==> config.mk <==
export PLATFORM = sky130hd
export DESIGN_NAME = rpn_alu
export DESIGN_NICKNAME = d
export VERILOG_FILES = /design/src/design/rpn_pkg.sv /design/src/design/rpn_alu.sv
export SDC_FILE = /design/constraint.sdc
export NUM_CORES = 2
export LEC_CHECK = 0
export BUFFER_PORTS_ARGS = -buffer_cell sky130_fd_sc_hd__clkbuf_2
export CAP_MARGIN = 20
export CELL_PAD_IN_SITES_DETAIL_PLACEMENT = 1
export CELL_PAD_IN_SITES_GLOBAL_PLACEMENT = 2
export CORE_MARGIN = 2
export CORE_UTILIZATION = 46
export DETAILED_ROUTE_END_ITERATION = 12
export GPL_ROUTABILITY_DRIVEN = 0
export PLACE_DENSITY_LB_ADDON = 0.1
export SLEW_MARGIN = 20
export SYNTH_ARGS = -nofsm -noshare
export SYNTH_HDL_FRONTEND = slang
export SYNTH_SLANG_ARGS = --single-unit
==> constraint.sdc <==
create_clock -name clk -period 7.9 [get_ports clk]
set_input_delay 0.79 -clock clk [delete_from_list [all_inputs] [get_ports clk]]
set_output_delay 0.79 -clock clk [all_outputs]
set_load 0.01 [all_outputs]
==> src/design/rpn_pkg.sv <==
// shared types, codes and constants for the rpn stack evaluator
package rpn_pkg;

    localparam int STACK_DEPTH_DEF = 64;
    localparam int DIV_STEPS       = 48;

    localparam logic [2:0] OP_PUSH  = 3'd0;
    localparam logic [2:0] OP_ADD   = 3'd1;
    localparam logic [2:0] OP_SUB   = 3'd2;
    localparam logic [2:0] OP_MUL   = 3'd3;
    localparam logic [2:0] OP_DIV   = 3'd4;
    localparam logic [2:0] OP_CLEAR = 3'd5;

    localparam logic [2:0] ST_OK        = 3'd0;
    localparam logic [2:0] ST_UNDERFLOW = 3'd1;
    localparam logic [2:0] ST_DIVZERO   = 3'd2;
    localparam logic [2:0] ST_OVERFLOW  = 3'd3;
    localparam logic [2:0] ST_UNKNOWN   = 3'd4;

    localparam logic signed [31:0] SAT_MAX = 32'sh7FFF_FFFF;
    localparam logic signed [31:0] SAT_MIN = 32'sh8000_0000;

    typedef struct packed {
        logic [2:0]         opcode;
        logic signed [31:0] operand;
    } cmd_t;

    typedef struct packed {
        logic [2:0]         status;
        logic signed [31:0] top_value;
        logic               nonempty;
        logic [6:0]         depth;
    } rsp_t;

    typedef struct packed {
        logic               start;
        logic [2:0]         op;
        logic signed [31:0] a;
        logic signed [31:0] b;
    } alu_req_t;

    typedef struct packed {
        logic               done;
        logic signed [31:0] value;
    } alu_rsp_t;

    typedef enum logic [1:0] {
        ALU_IDLE,
        ALU_MUL,
        ALU_DIV,
        ALU_FIN
    } alu_state_t;

    typedef enum logic [1:0] {
        SEQ_IDLE,
        SEQ_LOAD,
        SEQ_EXEC,
        SEQ_TOP
    } seq_state_t;

endpackage

==> src/design/rpn_alu.sv <==
// shared saturating arithmetic unit: add, subtract, multiply, radix-2 divide
module rpn_alu (
    input  logic              clk,
    input  logic              rst_n,
    input  rpn_pkg::alu_req_t req,
    output rpn_pkg::alu_rsp_t rsp
);

    localparam int SW = $clog2(rpn_pkg::DIV_STEPS);

    rpn_pkg::alu_state_t state_reg, state_next;
    logic                done_reg, done_next;
    logic signed [31:0]  value_reg, value_next;
    logic signed [63:0]  prod_reg, prod_next;
    logic [31:0]         rem_reg, rem_next;
    logic [47:0]         dvd_reg, dvd_next;
    logic [31:0]         dvs_reg, dvs_next;
    logic                neg_reg, neg_next;
    logic [SW-1:0]       cnt_reg, cnt_next;

    logic signed [32:0]  sum;
    logic [31:0]         a_mag;
    logic [31:0]         b_mag;
    logic [32:0]         shifted;
    logic                ge;
    logic [16:0]         prod_hi;

    always_comb
    begin
        a_mag   = req.a[31] ? (~req.a + 32'd1) : req.a;
        b_mag   = req.b[31] ? (~req.b + 32'd1) : req.b;
        sum     = (req.op == rpn_pkg::OP_SUB) ? ({req.a[31], req.a} - {req.b[31], req.b})
                                              : ({req.a[31], req.a} + {req.b[31], req.b});
        shifted = {rem_reg, dvd_reg[47]};
        ge      = shifted >= {1'b0, dvs_reg};
        prod_hi = prod_reg[63:47];
    end

    always_comb
    begin
        state_next = state_reg;
        done_next  = 1'b0;
        value_next = value_reg;
        prod_next  = prod_reg;
        rem_next   = rem_reg;
        dvd_next   = dvd_reg;
        dvs_next   = dvs_reg;
        neg_next   = neg_reg;
        cnt_next   = cnt_reg;
        case (state_reg)
            rpn_pkg::ALU_IDLE:
            begin
                if (req.start)
                begin
                    case (req.op)
                        rpn_pkg::OP_MUL:
                        begin
                            prod_next  = req.a * req.b;
                            state_next = rpn_pkg::ALU_MUL;
                        end
                        rpn_pkg::OP_DIV:
                        begin
                            rem_next   = '0;
                            dvd_next   = {a_mag, 16'd0};
                            dvs_next   = b_mag;
                            neg_next   = req.a[31] ^ req.b[31];
                            cnt_next   = '0;
                            state_next = rpn_pkg::ALU_DIV;
                        end
                        default:
                        begin
                            if (sum[32] != sum[31])
                                value_next = sum[32] ? rpn_pkg::SAT_MIN : rpn_pkg::SAT_MAX;
                            else
                                value_next = sum[31:0];
                            done_next = 1'b1;
                        end
                    endcase
                end
            end
            rpn_pkg::ALU_MUL:
            begin
                // floor shift by 16, then clamp
                if ((&prod_hi) || !(|prod_hi))
                    value_next = prod_reg[47:16];
                else
                    value_next = prod_reg[63] ? rpn_pkg::SAT_MIN : rpn_pkg::SAT_MAX;
                done_next  = 1'b1;
                state_next = rpn_pkg::ALU_IDLE;
            end
            rpn_pkg::ALU_DIV:
            begin
                rem_next = ge ? 32'(shifted - {1'b0, dvs_reg}) : shifted[31:0];
                dvd_next = {dvd_reg[46:0], ge};
                cnt_next = cnt_reg + SW'(1);
                if (cnt_reg == SW'(rpn_pkg::DIV_STEPS - 1))
                    state_next = rpn_pkg::ALU_FIN;
            end
            rpn_pkg::ALU_FIN:
            begin
                if (neg_reg)
                    value_next = (dvd_reg > 48'h0000_8000_0000) ? rpn_pkg::SAT_MIN
                                                               : (~dvd_reg[31:0] + 32'd1);
                else
                    value_next = (dvd_reg > 48'h0000_7FFF_FFFF) ? rpn_pkg::SAT_MAX
                                                               : dvd_reg[31:0];
                done_next  = 1'b1;
                state_next = rpn_pkg::ALU_IDLE;
            end
            default:
            begin
                state_next = rpn_pkg::ALU_IDLE;
            end
        endcase
    end

    always_ff @(posedge clk or negedge rst_n)
    begin
        if (!rst_n)
        begin
            state_reg <= rpn_pkg::ALU_IDLE;
            done_reg  <= 1'b0;
            cnt_reg   <= '0;
        end
        else
        begin
            state_reg <= state_next;
            done_reg  <= done_next;
            cnt_reg   <= cnt_next;
        end
    end

    always_ff @(posedge clk)
    begin
        value_reg <= value_next;
        prod_reg  <= prod_next;
        rem_reg   <= rem_next;
        dvd_reg   <= dvd_next;
        dvs_reg   <= dvs_next;
        neg_reg   <= neg_next;
    end

    assign rsp.done  = done_reg;
    assign rsp.value = value_reg;

endmodule

# Word level (Yosys, flattened, before mapping)
# Index checks and enable logic that the tools add are counted.
word_totals:
  register_bits: 218
  latchBits: 0
  mem_bits_rw: 0
  rom_bits: 0
  in_bits: 70
  out_inout_bits: 33
  word_cells: 82
  memories: 0
op_classes:
  n_addsub: 7
  n_mul: 1
  n_div: 0
  order_cmp: 3
  n_eq_ne: 13
  n_shift: 0
  mux: 30
  bitwise_logic: 4
  n_reduce_logical: 14
op_table:
  columns: ["operator", "count"]
  rows:
  - ["$mux 32", 13]
  - ["$add 32x1->32 const B", 3]
  - ["$mux 48", 2]
  - ["$not 32->32", 3]
  - ["$pmux 32 s3", 1]
  - ["$pmux 48 s2", 1]
  - ["$mul 32x32->64", 1]
  - ["$pmux 32 s2", 1]
  - ["$gt 48x31->1 const B", 1]
  - ["$gt 48x32->1 const B", 1]
  - ["$add 32x32->33", 1]
  - ["$ge 33x32->1", 1]
  - ["$mux 33", 1]
  - ["$sub 32x32->33", 1]
  - ["$sub 32x32->32", 1]
  - ["$mux 31", 1]
  - ["$reduce_and 17->1", 1]
  - ["$reduce_or 17->1", 1]
  - ["$reduce_and 3->1", 5]
  - ["$mux 6", 2]
  - ["$pmux 6 s2", 1]
  - ["$add 6x1->6 const B", 1]
  - ["$eq 3x2->1 const B", 2]
  - ["$eq 6x6->1 const B", 1]
  - ["other kinds (19)", 25]

# Depth between registers and ports, before layout
logic_depth:
  word_depth: 7
  ltp_mapped: 31
  depth_no_buf: 28

# Worst setup path after synthesis
# No wires, ideal clock.
synth_timing:
  path_kind: "input-to-reg"
  from: "input port req[63] (netlist bit)"
  to: "register prod_reg[61], data pin"
  setup_ns: 0.269
  arrival_ns: 8.429
  path_slack_ns: -0.798
  cell_stages: 25
  cell_sequence: "clkbuf_1 clkbuf_1 buf_1 nand2_1 inv_1 fa_1 inv_1 fa_1 inv_1 fa_1 fa_1 inv_1 fa_1 inv_1 fa_1 fa_1 fa_1 ha_1 clkbuf_1 nand2_1 or4_1 o21ai_0 a21oi_1 o31ai_1 xor2_1"
synth_via:
  elab_chain_cells: 1
synth_rtl:
  columns: ["item", "line", "text"]
  rows:
  - ["start, declared", "rpn_alu.sv:5", "input rpn_pkg::alu_req_t req,"]
  - ["$mul 32x32->64", "rpn_alu.sv:58", "prod_next = req.a * req.b;"]
  - ["end signal, assigned", "rpn_alu.sv:136", "prod_reg <= prod_next;"]
  - ["end, declared", "rpn_alu.sv:14", "logic signed [63:0] prod_reg, prod_next;"]
# Every way passes these cells.
# A chain may end at the register's enable or synchronous reset.

# Worst setup path after layout
layout_timing:
  from: "input port req[51] (netlist bit)"
  to: "register prod_reg[63], data pin"
# The elaborated chain is that of the path after synthesis.

==> run summary <==
Status: finished clean
FF-to-FF setup slack: 3.27 ns
Dpl cells: 7022
HPWL Detailed: 145 mm
Unrepaired setup endpoints after global routing: yes
Worst slew pin tran: 0.923 ns
Core Area: 107000 µm²
FF+latch count, synth: 202
Sequential-to-total area share from yosys stat: 12.1%
Final net count: 7055
Max-Cap Viols: 0
# hold bufs at CTS: 0
Worst Reg-to-Reg Cells: 13
CTS sink count: 202
Crit path DAT: 8.05 ns
Final Setup Violations: 0
CTS tree: yes
Clk_skew: 0.0419 ns
Post-DR vias/cell: 5.44
Setup crit end kind: flip-flop
Syn Area/Cell: 9.37 µm²
Starting density of the core: 46.4%
Initial antenna violation count: 9
Number of cell rows: 120
Via count: 38461
Synthesized area: 49700 µm²
Drt pass-1 iters: 5
Die ar.: 111000 µm²
Vias in the first global route: 43327
Area grow syn2layout: 13.7%
Total CTS buffers: 24
Ys Warns: 0
Fin crit share: 98.4%
H-tree Lvls: 1
# IOs: 103
Die W: 333 µm
Cell variety after synth: 78
Most frequent cells in the layout: 1069 x fa_1, 1021 x inv_1, 652 x nand2_1, 523 x and2_1, 488 x buf_4
CP most frequent cell: fa_1
Post-Syn Nets: 6710
Worst R2R End: value_reg[18]$_DFFE_PP_
Clk slew on worst S/H paths: 0.06 ns
Layout cells sized above 1: 13.7%
Post-synth EDFFs: 193
Ys async rst share: 4.46%
Total GRT Usage: 31.6%
Port Buffer Count: 102
Largest net degree at the start of global routing: 90
Data required time of the worst path: 8.18 ns
Drt drc: 0
Crit-path max FO: 11
CP max-delay cell: fa_1
Final Critical Period: 7.77 ns
Overflow after GRT: 0
Clock Path Buffers: 3
Delay-heaviest family, CP: adder cells
Critical Path Max Stage Delay: 0.57 ns
Post-Synthesis Cells: 5308
Worst min path class: in2async
Reg2Reg Launch Point: dvd_reg[1]$_SDFFCE_PN0P_
Critical Path Source Type: input pin
Die Y: 333 µm
Non-filler instance count after layout: 7075
Maximum clock rate: 129 MHz
Initial drt markers: 2410
Hold Fails Final Rpt: 0
Wire per inst: 24.1 µm
First-pass GRT wire length: 263 mm
DRT antenna net count: 0
Predominant post-synthesis flop cell: edfxtp_1
Most common cell after layout, fill and taps aside: fa_1
Slew Limit Fails: 0
Crit path kind: in2reg
CP bufs+invs: 6
Routed WL: 171 mm
Max-Slew Margin vs Limit: 38.0%
Clk_lat worst skew: 0.57 ns
Root Driver: clkbuf_16
worst max path at each step:
| stage | startpoint | end | slack (ns) | depth (start not counted) |
|---|---|---|---|---|
| after floorplan | req[63] | prod_reg[60]$_DFFE_PP_ | -0.12 | 27 |
| after global placement | req[11] | prod_reg[63]$_DFFE_PP_ | -0.60 | 25 |
| after detailed placement | req[11] | prod_reg[59]$_DFFE_PP_ | -0.64 | 25 |
| after CTS | req[7] | prod_reg[59]$_DFFE_PP_ | 0.01 | 26 |
| after global routing | req[62] | prod_reg[63]$_DFFE_PP_ | -0.03 | 27 |
| final | req[51] | prod_reg[63]$_DFFE_PP_ | 0.13 | 25 |
logic make-up (layout without fill, tap and decap cells):
group | Yosys count | count (layout) | share of synthesized area (%)
fa+ha+maj | 1333 | 1333 | 49.9
buf+inv | 1352 | 1713 | 10.3
mux | 6 | 6 | 0.121
flops | 202 | 202 | 12.1
xor+xnor | 207 | 207 | 3.66
other cells | 0 | 3 | 0
compound gates | 621 | 621 | 7.97
simple gates | 1587 | 1587 | 16.0
cell usage after synthesis (5+ instances only):
cell type	instances	share of area, %
a21oi_1	169	1.7
and2_1	525	6.6
buf_2	8	0.081
a211oi_1	10	0.15
xor2_1	103	1.8
ha_1	249	6.3
nand2b_1	23	0.29
o22a_1	19	0.33
nand3_1	52	0.52
o21ai_0	144	1.4
nand2_1	655	4.9
nor2b_1	16	0.20
a21o_1	70	1.1
nor3_1	31	0.31
buf_1	18	0.14
o22ai_1	22	0.28
nor2_1	139	1.0
or3_1	29	0.36
inv_1	1026	7.7
clkbuf_1	293	2.2
or3_4	5	0.11
o21bai_1	20	0.30
a221oi_1	5	0.088
and3_1	6	0.075
mux2i_1	6	0.12
or2_2	14	0.18
o221ai_1	5	0.088
fa_1	1083	44
a311o_1	5	0.10
edfxtp_1	193	12
o21a_1	14	0.21
o211ai_1	8	0.12
a31oi_1	17	0.21
o31ai_1	54	0.82
nor3b_1	7	0.11
o41ai_1	13	0.23
nand3b_1	5	0.075
nand4_1	30	0.38
a211o_1	5	0.088
or4_1	14	0.21
xnor2_1	103	1.8
nor4_1	23	0.29
dfrtp_1	9	0.45
through the flow:
stage | setup slack [ns] | area, µm² | hold WS [ns] | setup TNS [ns] | util, %
3_5_place_dp | -0.643 | 55400 | 0.509 | -14.44 | 51.7
3_3_place_gp | -0.600 | 55400 | 0.494 | -10.40 | 51.7
2_1_floorplan | -0.123 | 50000 | 0.479 | -0.299 | -
6_report | 0.129 | 56500 | 0.0804 | 0 | 52.7
4_1_cts | 0.0136 | 56200 | 0.0681 | 0 | 52.4
5_1_grt | -0.0251 | 56500 | 0.0849 | -0.0262 | 52.7
routing by layer:
| layer | vias to the layer above | GRT usage (%) | routed length (µm) |
|---|---|---|---|
| li1 | 16979 | - | - |
| met3 | 273 | 4.15 | 8700 |
| met2 | 934 | 54.6 | 84600 |
| met4 | 4 | 11.7 | 7840 |
| met1 | 20271 | 40.5 | 69400 |
| met5 | - | 0 | 22 |
final cells by class:
| class | count | area (µm²) |
|---|---|---|
| fillers | 12218 | 50700 |
| flip-flops and latches | 202 | 6020 |
| clock buffers | 29 | 619 |
| well taps | 1403 | 1760 |
| inverters | 1027 | 3860 |
| multi-input cells | 3754 | 38900 |
| diodes | 3 | 7.51 |
| repair buffers | 644 | 5220 |
| clock inverters | 13 | 124 |
what timing repair did:
item,CTS,global route
setup buffers,4,3
pin swaps,1,10
endpoints found under the setup margin,7,25
resized for setup,5,99
Power is not shown: default switching activity piles up to over one toggle a cycle in this logic, so the estimate is an artifact.
